File: config.mk
export PLATFORM = sky130hd
export DESIGN_NAME = dda_line_rasterizer
export DESIGN_NICKNAME = d
export VERILOG_FILES = /design/src/rtl/dlr_pkg.sv /design/src/rtl/dlr_front.sv /design/src/rtl/dlr_div.sv /design/src/rtl/dlr_back.sv /design/src/rtl/dda_line_rasterizer.sv
export SDC_FILE = /design/constraint.sdc
export NUM_CORES = 1
export LEC_CHECK = 0
export BUFFER_PORTS_ARGS = -buffer_cell sky130_fd_sc_hd__buf_2
export CAP_MARGIN = 40
export CORE_MARGIN = 2
export CORE_UTILIZATION = 60
export DETAILED_ROUTE_END_ITERATION = 10
export PLACE_DENSITY = 0.8
export SYNTH_ARGS = -nofsm -noshare
export SYNTH_HDL_FRONTEND = slang
export SYNTH_SLANG_ARGS = --single-unit
File: constraint.sdc
create_clock -name clk -period 14.8 [get_ports clk]
set_clock_uncertainty 0.1 [all_clocks]
set_input_delay 1.48 -clock clk [delete_from_list [all_inputs] [get_ports clk]]
set_output_delay 1.48 -clock clk [all_outputs]
set_load 0.05 [all_outputs]
File: src/rtl/dlr_pkg.sv
package dlr_pkg;

    localparam int COORD_BITS  = 10;
    localparam int FRAC_BITS   = 16;
    localparam int CURSOR_BITS = COORD_BITS + FRAC_BITS;
    localparam int STEP_BITS   = FRAC_BITS + 2;
    localparam int QUOT_BITS   = FRAC_BITS + 1;
    localparam int COUNT_BITS  = COORD_BITS + 1;
    localparam int COLOUR_BITS = 32;
    localparam int CHAN_BITS   = 8;
    localparam int DIV_CNT_BITS = $clog2(QUOT_BITS + 1);

    localparam logic [CHAN_BITS-1:0] ALPHA_OPAQUE = 8'd255;

    typedef enum logic
    {
        KIND_LOAD = 1'b0,
        KIND_STEP = 1'b1
    } kind_t;

    // Classified item as it waits in the queue between the front and back parts.
    typedef struct packed
    {
        kind_t                   kind;
        logic [COORD_BITS-1:0]   start_x;
        logic [COORD_BITS-1:0]   start_y;
        logic [COORD_BITS-1:0]   mag_x;
        logic [COORD_BITS-1:0]   mag_y;
        logic                    neg_x;
        logic                    neg_y;
        logic [COORD_BITS-1:0]   steps;
        logic [COLOUR_BITS-1:0]  colour;
    } cmd_t;

endpackage

File: src/rtl/dlr_front.sv
module dlr_front
    import dlr_pkg::*;
(
    input  logic                  clk,
    input  logic                  rst_n,
    input  logic                  in_valid,
    output logic                  in_ready,
    input  kind_t                 kind,
    input  logic [COORD_BITS-1:0] start_x,
    input  logic [COORD_BITS-1:0] start_y,
    input  logic [COORD_BITS-1:0] end_x,
    input  logic [COORD_BITS-1:0] end_y,
    input  logic [CHAN_BITS-1:0]  red,
    input  logic [CHAN_BITS-1:0]  green,
    input  logic [CHAN_BITS-1:0]  blue,
    output cmd_t                  head,
    output logic                  head_valid,
    input  logic                  pop
);

    cmd_t             entry_reg [2];
    logic             wr_ptr_reg;
    logic             wr_ptr_next;
    logic             rd_ptr_reg;
    logic             rd_ptr_next;
    logic [1:0]       count_reg;
    logic [1:0]       count_next;
    cmd_t             classified;
    logic             push;
    logic             do_pop;

    // Work out the line's extent once, at entry, so the back part only divides.
    always_comb
    begin
        classified.kind    = kind;
        classified.start_x = start_x;
        classified.start_y = start_y;
        classified.neg_x   = end_x < start_x;
        classified.neg_y   = end_y < start_y;
        classified.mag_x   = classified.neg_x ? (start_x - end_x) : (end_x - start_x);
        classified.mag_y   = classified.neg_y ? (start_y - end_y) : (end_y - start_y);
        classified.steps   = (classified.mag_x > classified.mag_y) ? classified.mag_x
                                                                   : classified.mag_y;
        classified.colour  = {ALPHA_OPAQUE, blue, green, red};
    end

    assign in_ready   = count_reg != 2'd2;
    assign head_valid = count_reg != 2'd0;
    assign head       = entry_reg[rd_ptr_reg];
    assign push       = in_valid && in_ready;
    assign do_pop     = pop && head_valid;

    always_comb
    begin
        wr_ptr_next = push ? ~wr_ptr_reg : wr_ptr_reg;
        rd_ptr_next = do_pop ? ~rd_ptr_reg : rd_ptr_reg;
        count_next  = count_reg + {1'b0, push} - {1'b0, do_pop};
    end

    always_ff @(posedge clk or negedge rst_n)
    begin
        if (!rst_n)
        begin
            wr_ptr_reg <= 1'b0;
            rd_ptr_reg <= 1'b0;
            count_reg  <= 2'd0;
        end
        else
        begin
            wr_ptr_reg <= wr_ptr_next;
            rd_ptr_reg <= rd_ptr_next;
            count_reg  <= count_next;
        end
    end

    always_ff @(posedge clk)
    begin
        if (push)
        begin
            entry_reg[wr_ptr_reg] <= classified;
        end
    end

endmodule

File: src/rtl/dlr_div.sv
module dlr_div
    import dlr_pkg::*;
(
    input  logic                  clk,
    input  logic                  rst_n,
    input  logic                  start,
    input  logic [COORD_BITS-1:0] mag,
    input  logic [COORD_BITS-1:0] divisor,
    output logic                  done,
    output logic [QUOT_BITS-1:0]  quotient
);

    logic [COUNT_BITS-1:0]   rem_reg;
    logic [COUNT_BITS-1:0]   rem_next;
    logic [QUOT_BITS-1:0]    quot_reg;
    logic [QUOT_BITS-1:0]    quot_next;
    logic [COORD_BITS-1:0]   div_reg;
    logic [DIV_CNT_BITS-1:0] cnt_reg;
    logic [DIV_CNT_BITS-1:0] cnt_next;
    logic                    done_reg;
    logic                    done_next;
    logic                    busy;
    logic                    ge;
    logic [COUNT_BITS-1:0]   diff;

    // The magnitude never exceeds the divisor, so the quotient has only
    // FRAC_BITS+1 bits and the partial remainder starts as the magnitude itself.
    assign busy = cnt_reg != '0;
    assign ge   = rem_reg >= {1'b0, div_reg};
    assign diff = ge ? (rem_reg - {1'b0, div_reg}) : rem_reg;

    always_comb
    begin
        rem_next  = rem_reg;
        quot_next = quot_reg;
        cnt_next  = cnt_reg;
        done_next = 1'b0;
        if (start)
        begin
            rem_next  = {1'b0, mag};
            quot_next = '0;
            cnt_next  = DIV_CNT_BITS'(QUOT_BITS);
        end
        else if (busy)
        begin
            rem_next  = {diff[COUNT_BITS-2:0], 1'b0};
            quot_next = {quot_reg[QUOT_BITS-2:0], ge};
            cnt_next  = cnt_reg - 1'b1;
            done_next = cnt_reg == DIV_CNT_BITS'(1);
        end
    end

    always_ff @(posedge clk or negedge rst_n)
    begin
        if (!rst_n)
        begin
            cnt_reg  <= '0;
            done_reg <= 1'b0;
        end
        else
        begin
            cnt_reg  <= cnt_next;
            done_reg <= done_next;
        end
    end

    always_ff @(posedge clk)
    begin
        rem_reg  <= rem_next;
        quot_reg <= quot_next;
        if (start)
        begin
            div_reg <= divisor;
        end
    end

    assign done     = done_reg;
    assign quotient = quot_reg;

endmodule

File: src/rtl/dlr_back.sv
module dlr_back
    import dlr_pkg::*;
(
    input  logic                   clk,
    input  logic                   rst_n,
    input  cmd_t                   head,
    input  logic                   head_valid,
    output logic                   pop,
    output logic                   out_valid,
    input  logic                   out_ready,
    output logic [COORD_BITS-1:0]  pixel_x,
    output logic [COORD_BITS-1:0]  pixel_y,
    output logic [COLOUR_BITS-1:0] colour_code,
    output logic                   last
);

    typedef enum logic [1:0]
    {
        ST_RUN = 2'b01,
        ST_DIV = 2'b10
    } state_t;

    state_t                  state_reg;
    state_t                  state_next;
    logic [CURSOR_BITS-1:0]  cursor_x_reg;
    logic [CURSOR_BITS-1:0]  cursor_x_next;
    logic [CURSOR_BITS-1:0]  cursor_y_reg;
    logic [CURSOR_BITS-1:0]  cursor_y_next;
    logic [STEP_BITS-1:0]    step_x_reg;
    logic [STEP_BITS-1:0]    step_x_next;
    logic [STEP_BITS-1:0]    step_y_reg;
    logic [STEP_BITS-1:0]    step_y_next;
    logic [COUNT_BITS-1:0]   left_reg;
    logic [COUNT_BITS-1:0]   left_next;
    logic [COLOUR_BITS-1:0]  colour_reg;
    logic [COLOUR_BITS-1:0]  colour_next;
    logic                    out_valid_reg;
    logic                    out_valid_next;
    logic [COORD_BITS-1:0]   pixel_x_reg;
    logic [COORD_BITS-1:0]   pixel_x_next;
    logic [COORD_BITS-1:0]   pixel_y_reg;
    logic [COORD_BITS-1:0]   pixel_y_next;
    logic [COLOUR_BITS-1:0]  out_colour_reg;
    logic [COLOUR_BITS-1:0]  out_colour_next;
    logic                    last_reg;
    logic                    last_next;
    logic                    div_start;
    logic                    div_done;
    logic                    div_done_y;
    logic [QUOT_BITS-1:0]    quot_x;
    logic [QUOT_BITS-1:0]    quot_y;
    logic [STEP_BITS-1:0]    inc_x;
    logic [STEP_BITS-1:0]    inc_y;
    logic                    out_free;

    dlr_div u_div_x
    (
        .clk      (clk),
        .rst_n    (rst_n),
        .start    (div_start),
        .mag      (head.mag_x),
        .divisor  (head.steps),
        .done     (div_done),
        .quotient (quot_x)
    );

    dlr_div u_div_y
    (
        .clk      (clk),
        .rst_n    (rst_n),
        .start    (div_start),
        .mag      (head.mag_y),
        .divisor  (head.steps),
        .done     (div_done_y),
        .quotient (quot_y)
    );

    // A zero-length line must not use the quotient of a division by zero.
    always_comb
    begin
        if (head.steps == '0)
        begin
            inc_x = '0;
            inc_y = '0;
        end
        else
        begin
            inc_x = head.neg_x ? -{1'b0, quot_x} : {1'b0, quot_x};
            inc_y = head.neg_y ? -{1'b0, quot_y} : {1'b0, quot_y};
        end
    end

    assign out_free = !out_valid_reg || out_ready;

    always_comb
    begin
        state_next      = state_reg;
        cursor_x_next   = cursor_x_reg;
        cursor_y_next   = cursor_y_reg;
        step_x_next     = step_x_reg;
        step_y_next     = step_y_reg;
        left_next       = left_reg;
        colour_next     = colour_reg;
        out_valid_next  = out_valid_reg && !out_ready;
        pixel_x_next    = pixel_x_reg;
        pixel_y_next    = pixel_y_reg;
        out_colour_next = out_colour_reg;
        last_next       = last_reg;
        div_start       = 1'b0;
        pop             = 1'b0;
        case (state_reg)
            ST_RUN:
            begin
                if (head_valid && head.kind == KIND_LOAD)
                begin
                    div_start  = 1'b1;
                    state_next = ST_DIV;
                end
                else if (head_valid && left_reg == '0)
                begin
                    // A pixel request past the end of the line is dropped.
                    pop = 1'b1;
                end
                else if (head_valid && out_free)
                begin
                    pop             = 1'b1;
                    out_valid_next  = 1'b1;
                    pixel_x_next    = cursor_x_reg[CURSOR_BITS-1:FRAC_BITS]
                                    + {{(COORD_BITS-1){1'b0}}, cursor_x_reg[FRAC_BITS-1]};
                    pixel_y_next    = cursor_y_reg[CURSOR_BITS-1:FRAC_BITS]
                                    + {{(COORD_BITS-1){1'b0}}, cursor_y_reg[FRAC_BITS-1]};
                    out_colour_next = colour_reg;
                    last_next       = left_reg == COUNT_BITS'(1);
                    cursor_x_next   = cursor_x_reg
                                    + {{(CURSOR_BITS-STEP_BITS){step_x_reg[STEP_BITS-1]}},
                                       step_x_reg};
                    cursor_y_next   = cursor_y_reg
                                    + {{(CURSOR_BITS-STEP_BITS){step_y_reg[STEP_BITS-1]}},
                                       step_y_reg};
                    left_next       = left_reg - 1'b1;
                end
            end
            ST_DIV:
            begin
                // Both dividers start together and finish together.
                if (div_done && div_done_y)
                begin
                    pop           = 1'b1;
                    step_x_next   = inc_x;
                    step_y_next   = inc_y;
                    cursor_x_next = {head.start_x, {FRAC_BITS{1'b0}}};
                    cursor_y_next = {head.start_y, {FRAC_BITS{1'b0}}};
                    left_next     = {1'b0, head.steps};
                    colour_next   = head.colour;
                    state_next    = ST_RUN;
                end
            end
            default:
            begin
                state_next = ST_RUN;
            end
        endcase
    end

    always_ff @(posedge clk or negedge rst_n)
    begin
        if (!rst_n)
        begin
            state_reg     <= ST_RUN;
            cursor_x_reg  <= '0;
            cursor_y_reg  <= '0;
            step_x_reg    <= '0;
            step_y_reg    <= '0;
            left_reg      <= '0;
            colour_reg    <= '0;
            out_valid_reg <= 1'b0;
        end
        else
        begin
            state_reg     <= state_next;
            cursor_x_reg  <= cursor_x_next;
            cursor_y_reg  <= cursor_y_next;
            step_x_reg    <= step_x_next;
            step_y_reg    <= step_y_next;
            left_reg      <= left_next;
            colour_reg    <= colour_next;
            out_valid_reg <= out_valid_next;
        end
    end

    always_ff @(posedge clk)
    begin
        pixel_x_reg    <= pixel_x_next;
        pixel_y_reg    <= pixel_y_next;
        out_colour_reg <= out_colour_next;
        last_reg       <= last_next;
    end

    assign out_valid   = out_valid_reg;
    assign pixel_x     = pixel_x_reg;
    assign pixel_y     = pixel_y_reg;
    assign colour_code = out_colour_reg;
    assign last        = last_reg;

endmodule

File: src/rtl/dda_line_rasterizer.sv
// DDA line rasterizer.
// Input stream (s_axis_*): tuser is the item kind, 0 loads a line, 1 asks for
// the next pixel. On a load, tdata carries both endpoints and the RGB colour.
// Output stream (m_axis_*): one item per pixel request while the line still
// has pixels: the rounded cursor position, the packed ABGR colour and tlast
// on the final pixel. The end point itself is never drawn; requests past the
// end, or with no line loaded, give no output item.
// Input items enter a two-entry queue, so the input side can go on taking items
// while a load is being worked on or the output side stalls, until it is full.
// A pixel request passes through the queue entry and then the output register
// before its item appears on the output. Pixel requests sustain one item per
// cycle while m_axis_tready stays high. A load occupies the back end while the
// two bit-serial increment dividers run side by side.
// When the receiver holds m_axis_tready low, the output register holds its
// item, the back end stops at the next pixel request, and the queue fills and
// then drops s_axis_tready.
// Reset clears the cursors, increments, pixel count and colour, so requests
// before the first load give nothing.
module dda_line_rasterizer
    import dlr_pkg::*;
(
    input  logic        clk,
    input  logic        rst_n,
    input  logic        s_axis_tvalid,
    output logic        s_axis_tready,
    // start_x[9:0], start_y[19:10], end_x[29:20], end_y[39:30],
    // red[47:40], green[55:48], blue[63:56]
    input  logic [63:0] s_axis_tdata,
    // kind[0]
    input  logic        s_axis_tuser,
    output logic        m_axis_tvalid,
    input  logic        m_axis_tready,
    // pixel_x[9:0], pixel_y[19:10], colour_code[51:20], zero fill [55:52]
    output logic [55:0] m_axis_tdata,
    output logic        m_axis_tlast
);

    cmd_t                   head;
    logic                   head_valid;
    logic                   pop;
    logic [COORD_BITS-1:0]  pixel_x;
    logic [COORD_BITS-1:0]  pixel_y;
    logic [COLOUR_BITS-1:0] colour_code;

    dlr_front u_front
    (
        .clk        (clk),
        .rst_n      (rst_n),
        .in_valid   (s_axis_tvalid),
        .in_ready   (s_axis_tready),
        .kind       (kind_t'(s_axis_tuser)),
        .start_x    (s_axis_tdata[9:0]),
        .start_y    (s_axis_tdata[19:10]),
        .end_x      (s_axis_tdata[29:20]),
        .end_y      (s_axis_tdata[39:30]),
        .red        (s_axis_tdata[47:40]),
        .green      (s_axis_tdata[55:48]),
        .blue       (s_axis_tdata[63:56]),
        .head       (head),
        .head_valid (head_valid),
        .pop        (pop)
    );

    dlr_back u_back
    (
        .clk         (clk),
        .rst_n       (rst_n),
        .head        (head),
        .head_valid  (head_valid),
        .pop         (pop),
        .out_valid   (m_axis_tvalid),
        .out_ready   (m_axis_tready),
        .pixel_x     (pixel_x),
        .pixel_y     (pixel_y),
        .colour_code (colour_code),
        .last        (m_axis_tlast)
    );

    assign m_axis_tdata = {4'b0000, colour_code, pixel_y, pixel_x};

endmodule

### Yosys cells after proc, flatten, opt, wreduce, memory -nomap -nowiden

Memory sizes are Yosys's and may differ from the RTL's.
Cells that the tools add are included.

| word-level totals | value |
|---|---|
| bits in registers | 269 |
| RAM bits | 154 |
| logic and storage cells | 139 |
| memories | 1 |

Memory list:

| name | words | width | rd ports | clocked after Yosys merged registers in | wr ports | line | text |
|---|---|---|---|---|---|---|---|
| u_front.entry_reg | 2 | 77 | 1 | 0 | 1 | dlr_front.sv:21 | `cmd_t entry_reg [2];` |

| cells by class | value |
|---|---|
| add/sub/neg operators | 17 |
| magnitude comparators | 5 |
| equality and inequality tests | 11 |
| multiplexer cells | 52 |
| bitwise logic cells | 5 |
| reduce and logical (&&, ||, !) cells | 22 |

Operators with widths:

| cell | number |
|---|---|
| 26-bit two-way mux | 8 |
| 26-bit case mux with 2 select lines | 2 |
| 10-bit two-way mux | 9 |
| 18-bit two-way mux | 4 |
| 10-bit subtractor | 6 |
| 26-bit adder | 2 |
| 11-bit two-way mux | 4 |
| 17-bit negator with 18-bit output | 2 |
| 11-bit by 10-bit greater-or-equal comparator with 1-bit output | 2 |
| 11-bit case mux with 2 select lines | 1 |
| 10-bit by 1-bit adder with 10-bit output | 2 |
| 10-bit less-than comparator | 2 |
| 5-bit two-way mux | 4 |
| 1-bit two-way mux | 16 |
| 11-bit by 1-bit equality test with 1-bit output (second input constant) | 1 |
| 11-bit logical NOT | 1 |
| 11-bit by 1-bit subtractor with 11-bit output (second input constant) | 1 |
| 5-bit by 1-bit equality test with 1-bit output (second input constant) | 2 |
| 10-bit greater-than comparator | 1 |
| 10-bit logical NOT | 1 |
| 5-bit nonzero test | 2 |
| 5-bit by 1-bit subtractor with 5-bit output (second input constant) | 2 |
| 2-bit nonzero test | 4 |
| 1-bit logical AND | 7 |
| 15 further kinds | 26 |

### Logic depth before layout (Yosys ltp)

| depth | value |
|---|---|
| depth after elaboration | 9 |
| gate-level depth with buffers | 23 |
| depth with buffers taken out | 21 |

### Modules after synthesis

A second synthesis with hierarchy kept.

| second synthesis, totals | value |
|---|---|
| cells, all modules | 2039 |
| area, all modules | 22781.8 um^2 |

By module, submodules not included:

| module | times used | cells each | area an instance (um^2) |
|---|---|---|---|
| dlr_back | 1 | 1012 | 10323.7 |
| dlr_front | 1 | 574 | 7990.2 |
| dlr_div | 2 | 224 | 2217.1 |
| dda_line_rasterizer | 1 | 5 | 33.8 |

### Worst setup path before layout

Ideal clock, no wire load.

| timing | value |
|---|---|
| path type | input -> register |
| start | input port s_axis_tdata[20] |
| end | memory u_front.entry_reg[0][28] (netlist name), data pin |
| library setup time | 0.262 ns |
| arrival | 5.278 ns |
| path slack | 9.160 ns |
| stages on the path | 21 |
| buffers on the path | 2 |
| path through | inv_1 > ha_1 > inv_1 > fa_1 > a21o_1 > a221oi_2 > a211oi_1 > o21a_1 > or2_1 > buf_6 > a311oi_1 > nor2_1 > xor2_1 > ha_1 > a21oi_1 > nor2b_1 > o21ai_0 > o211ai_1 > nand2_1 > buf_1 > mux2_2 |

RTL lines:

| item | line | text |
|---|---|---|
| from (decl) | dda_line_rasterizer.sv:28 | `input logic [63:0] s_axis_tdata,` |
| to (decl) | dlr_front.sv:21 |  |

==> flow_summary.rst <==
.. list-table::
   :header-rows: 1

   * - Metric
     - Value
   * - Run status
     - completed
   * - RSZ-0062 raised after global routing
     - false
   * - # hold bufs at CTS
     - 0
   * - Largest family of logic cells by synthesized area
     - compound AO/OA/AOI/OAI gates
   * - Share of final-layout standard cells stronger than drive strength 1
     - 0.1214
   * - Sinks on Clock Net
     - 409
   * - Cts bufs inserted
     - between 40 and 50
   * - Slowest stage cell, crit path
     - sky130_fd_sc_hd__a2111oi_1
   * - Sum of routed wire length over all layers
     - 50020 um
   * - Slew at the pin closest to its max-slew limit
     - 871.6 ps
   * - 1st-iter DRT viols
     - 1169
   * - Final worst-path cycle share
     - 0.4091
   * - Post-Syn Area per Cell
     - about 11 um2
   * - FF-to-FF Start
     - u_back.state_reg[0]
   * - Maximum buffer depth of the clock tree
     - 3
   * - Final Hold Slack
     - 334.9 ps
   * - Final HPWL DP
     - 34940 um
   * - Length in cells of the worst reg-to-reg path
     - 11
   * - Number of flip-flops under the largest register name
     - 154
   * - Fmax
     - ~0.17 GHz
   * - Clk slew on worst S/H paths
     - 60 ps
   * - Sequential cell area
     - 11210 um2
   * - Last weighted congestion value of the routability-driven placer
     - 0.9148
   * - Overall global routing resource usage
     - 0.2666
   * - TNS Setup
     - 0 ps
   * - Most used cells in the layout excluding fill and tap cells
     - 230 x sky130_fd_sc_hd__edfxtp_1, 220 x sky130_fd_sc_hd__nand2_1, 144 x sky130_fd_sc_hd__a21oi_1
   * - Cell accounting for the most synthesized area
     - sky130_fd_sc_hd__edfxtp_1
   * - Destination of the worst register-to-register timing path
     - u_front.count_reg[1]
   * - Path type of the worst min-delay path
     - register to register
   * - Ant. Diodes
     - 0
   * - First-pass GRT wire length
     - 81240 um
   * - Unique masters post-synth
     - 84
   * - Power share of the clock group
     - 0.229
   * - FILL cells
     - 2699
   * - Relative slew slack
     - 0.4189
   * - Detailed Routing Iterations Pass 1
     - 6
   * - Reg-to-reg slack, setup
     - approximately 11000 ps
   * - Terminating pin of the worst hold path
     - u_back.colour_code[20]
   * - Final Hold Viols
     - 0
   * - Critical path buffers and inverters
     - 3
   * - Number of standard cells after synthesis
     - 2067
   * - Highest ir drop seen on vdd
     - 139.8 uV
   * - Overall die area
     - around 38000 um2
   * - Gate power share
     - 0.413
   * - Adder-Cell Fraction of Synth Area
     - 0.08461
   * - Cell-internal power
     - 3.104 mW
   * - Maximum capacitance violations
     - 0
   * - Seq cells post-synth
     - 409
   * - Critical path's top delay family
     - simple AND/OR/NAND/NOR gates
   * - DRC violations left
     - 0
   * - Starting density of the core
     - 0.6054
   * - Via count
     - 16027
   * - Standard cell core area
     - around 36000 um2
   * - Required time of the worst setup path
     - ~15000 ps
   * - Clk_lat worst skew
     - 590 ps
   * - Leftover overflow at the end of global routing
     - 0
   * - Commonest register cell after synthesis
     - sky130_fd_sc_hd__edfxtp_1
   * - Pin count of the biggest net entering global routing
     - 88
   * - Number of flops mapped to enable cells by yosys
     - 230
   * - Synth Area in Simple Gates
     - 0.1210
   * - Hold path start
     - u_back.colour_reg[20]
   * - Total area of multi-input combinational cells
     - roughly 10000 um2
   * - Post-CTS resize count
     - 0
   * - Via count of the first global-routing pass
     - 16097
   * - Vertical die dimension
     - 195.5 um
   * - Fraction of the yosys area taken by sequential cells
     - 0.5093
   * - Area Overhead vs Synth
     - 11.49%
   * - Multiplexer share of the synthesized area
     - 0.04742
   * - Number of placement rows
     - 70
   * - WS Path Type
     - primary input to register
   * - Critical path startpoint category
     - primary input
   * - H-tree Lvls
     - 2
   * - Area share of the leading cell type in the synthesized netlist
     - 0.3139
   * - Area fraction in compound gates after synthesis
     - 0.1509
   * - Largest fanout on the critical path
     - 16
   * - Max incr delay on CP
     - 660 ps
   * - Static power due to leakage
     - 10.70 nW
   * - Total I/O pin count
     - 128
   * - Switching power
     - roughly 2 mW
   * - FFs w/ async S/R, synth
     - 0.3496
   * - Max-slew violation total from the final report
     - 0
   * - Xor/xnor share of the synthesized area
     - 0.04657
   * - Final routed wire length divided by cell count
     - between 15 and 20 um
   * - Data arrival time of the critical path
     - 6390 ps
   * - Time the final worst path needs with I/O delays and setup
     - 6054 ps
   * - Synth warnings
     - 0
   * - Critical path, cell by cell
     - buf_2 > inv_1 > ha_1 > and3_4 > a221oi_2 > a211oi_1 > o21a_1 > or2_1 > clkinv_8 > a2111oi_1 > nor2_1 > xor2_1 > ha_1 > nand4_1 > nor2_1 > a21oi_1 > o211ai_1 > nand2_1 > or4b_2 > nand4_1
   * - Count of nets left with antenna violations after detail routing
     - 0
   * - Master cell of the clock root buffer
     - sky130_fd_sc_hd__clkbuf_16
   * - DR vias/cell
     - 6.009
   * - Final setup violation count
     - 0
   * - Number of nets at the end of the flow
     - roughly 2400
   * - Die extent in x
     - 195.5 um
   * - Share of total power in sequential cells
     - 0.358
   * - Area of the mapped netlist
     - 22000 um2
   * - Switching power as a share of total power
     - 0.3952
   * - Endpoint class of the critical path
     - register
   * - Cells taking the most area after synthesis
     - sky130_fd_sc_hd__edfxtp_1 31%, sky130_fd_sc_hd__dfrtp_1 16%, sky130_fd_sc_hd__ha_1 7.7%
   * - Number of buffers inserted by post-CTS setup repair
     - 0
   * - CTS tree
     - done
   * - Initial antenna violation count
     - 0
   * - Port Buf Inserts
     - 123
   * - Hold-critical path depth
     - 0
   * - Power per cell area
     - 209.2 nW/um2
   * - Most frequent standard cell in the layout excluding fill and tap cells
     - sky130_fd_sc_hd__edfxtp_1
==> through the flow <==
step	worst slack, ps	instance area [um2]	total power, mW	utilization	std cells
floorplan	9160	22010	3.432	-	2070
global placement	8518	22960	3.864	0.6316	2584
detailed placement	8255	22980	3.950	0.6323	2585
finish	8746	24530	5.132	0.6749	2667
CTS	8843	24530	5.136	0.6749	2667
global route	8451	24530	5.439	0.6749	2667
==> kinds of logic after synthesis <==
family	after synthesis
buffers and inverters	210
multiplexers	101
AO/OA/AOI/OAI	518
other	1
XOR/XNOR	117
adder cells (fa/ha/maj)	144
AND/OR/NAND/NOR	567
flip-flops	409
==> power groups by stage <==
stage	Sequential, mW	Clock, mW	Combinational (mW)
after global routing	1.87	1.23	2.33
after floorplan	1.93	0	1.51
after global placement	1.84	0	2.02
final	1.84	1.18	2.12
after detailed placement	1.86	0	2.09
after CTS	1.84	1.19	2.11
==> area by class of cell <==
| class | instances | area share |
|---|---|---|
| inverters | 115 | 0.01811 |
| flip-flops and latches | 409 | 0.4570 |
| repair buffers | 142 | 0.03198 |
| multi-input cells | 1451 | 0.4059 |
| well taps | 468 | 0.02387 |
| clock buffers | 55 | 0.04738 |
| clock inverters | 27 | 0.01571 |
==> per-layer routing <==
layer,up-vias,GRT usage,share of wire
li1,7729,-,-
met1,7755,0.3408,0.43
met2,421,0.4540,0.48
met3,122,0.04231,0.053
met4,0,0.1117,0.038
met5,-,0,0
==> cell usage after synthesis (all sizes together) (6+ instances only) <==
cell type / n
a2111oi: 7
a211o: 6
a211oi: 24
a21o: 60
a21oi: 144
a311o: 9
a311oi: 8
a31oi: 16
and2: 8
and3: 20
and4: 8
buf: 38
clkbuf: 57
dfrtp: 142
dfxtp: 36
edfxtp: 230
fa: 8
ha: 136
inv: 113
mux2: 23
mux2i: 78
nand2: 221
nand2b: 8
nand3: 43
nand4: 17
nor2: 110
nor2b: 27
nor3: 59
nor4: 18
o211ai: 9
o21a: 12
o21ai: 136
o21bai: 13
o22ai: 6
o31ai: 23
or3: 9
xnor2: 76
xor2: 41
==> how the worst max path moves through the flow <==
stage                     startpoint  slack [ps]  cells after the start                  endpoint
floorplan           s_axis_tdata[20]        9160                     21  u_front.entry_reg[0][28]
global placement    s_axis_tdata[20]        8520                     21  u_front.entry_reg[0][31]
detailed placement   s_axis_tdata[5]        8250                     20  u_front.entry_reg[0][31]
CTS                  s_axis_tdata[5]        8840                     20  u_front.entry_reg[1][31]
global route         s_axis_tdata[5]        8450                     20  u_front.entry_reg[0][31]
finish               s_axis_tdata[5]        8750                     20  u_front.entry_reg[0][31]
==> worst reg2reg max path, cell delays in order, from the launching register on <==
cell	delay, ps
sky130_fd_sc_hd__dfstp_2	370
sky130_fd_sc_hd__inv_1	70
sky130_fd_sc_hd__ha_1	200
sky130_fd_sc_hd__buf_4	460
sky130_fd_sc_hd__nand3_2	590
sky130_fd_sc_hd__buf_4	540
sky130_fd_sc_hd__a211oi_1	530
sky130_fd_sc_hd__ha_1	320
sky130_fd_sc_hd__inv_1	50
sky130_fd_sc_hd__ha_1	150
sky130_fd_sc_hd__xnor2_1	140
sky130_fd_sc_hd__xnor2_1	150
(Power assumes the default switching activity.)
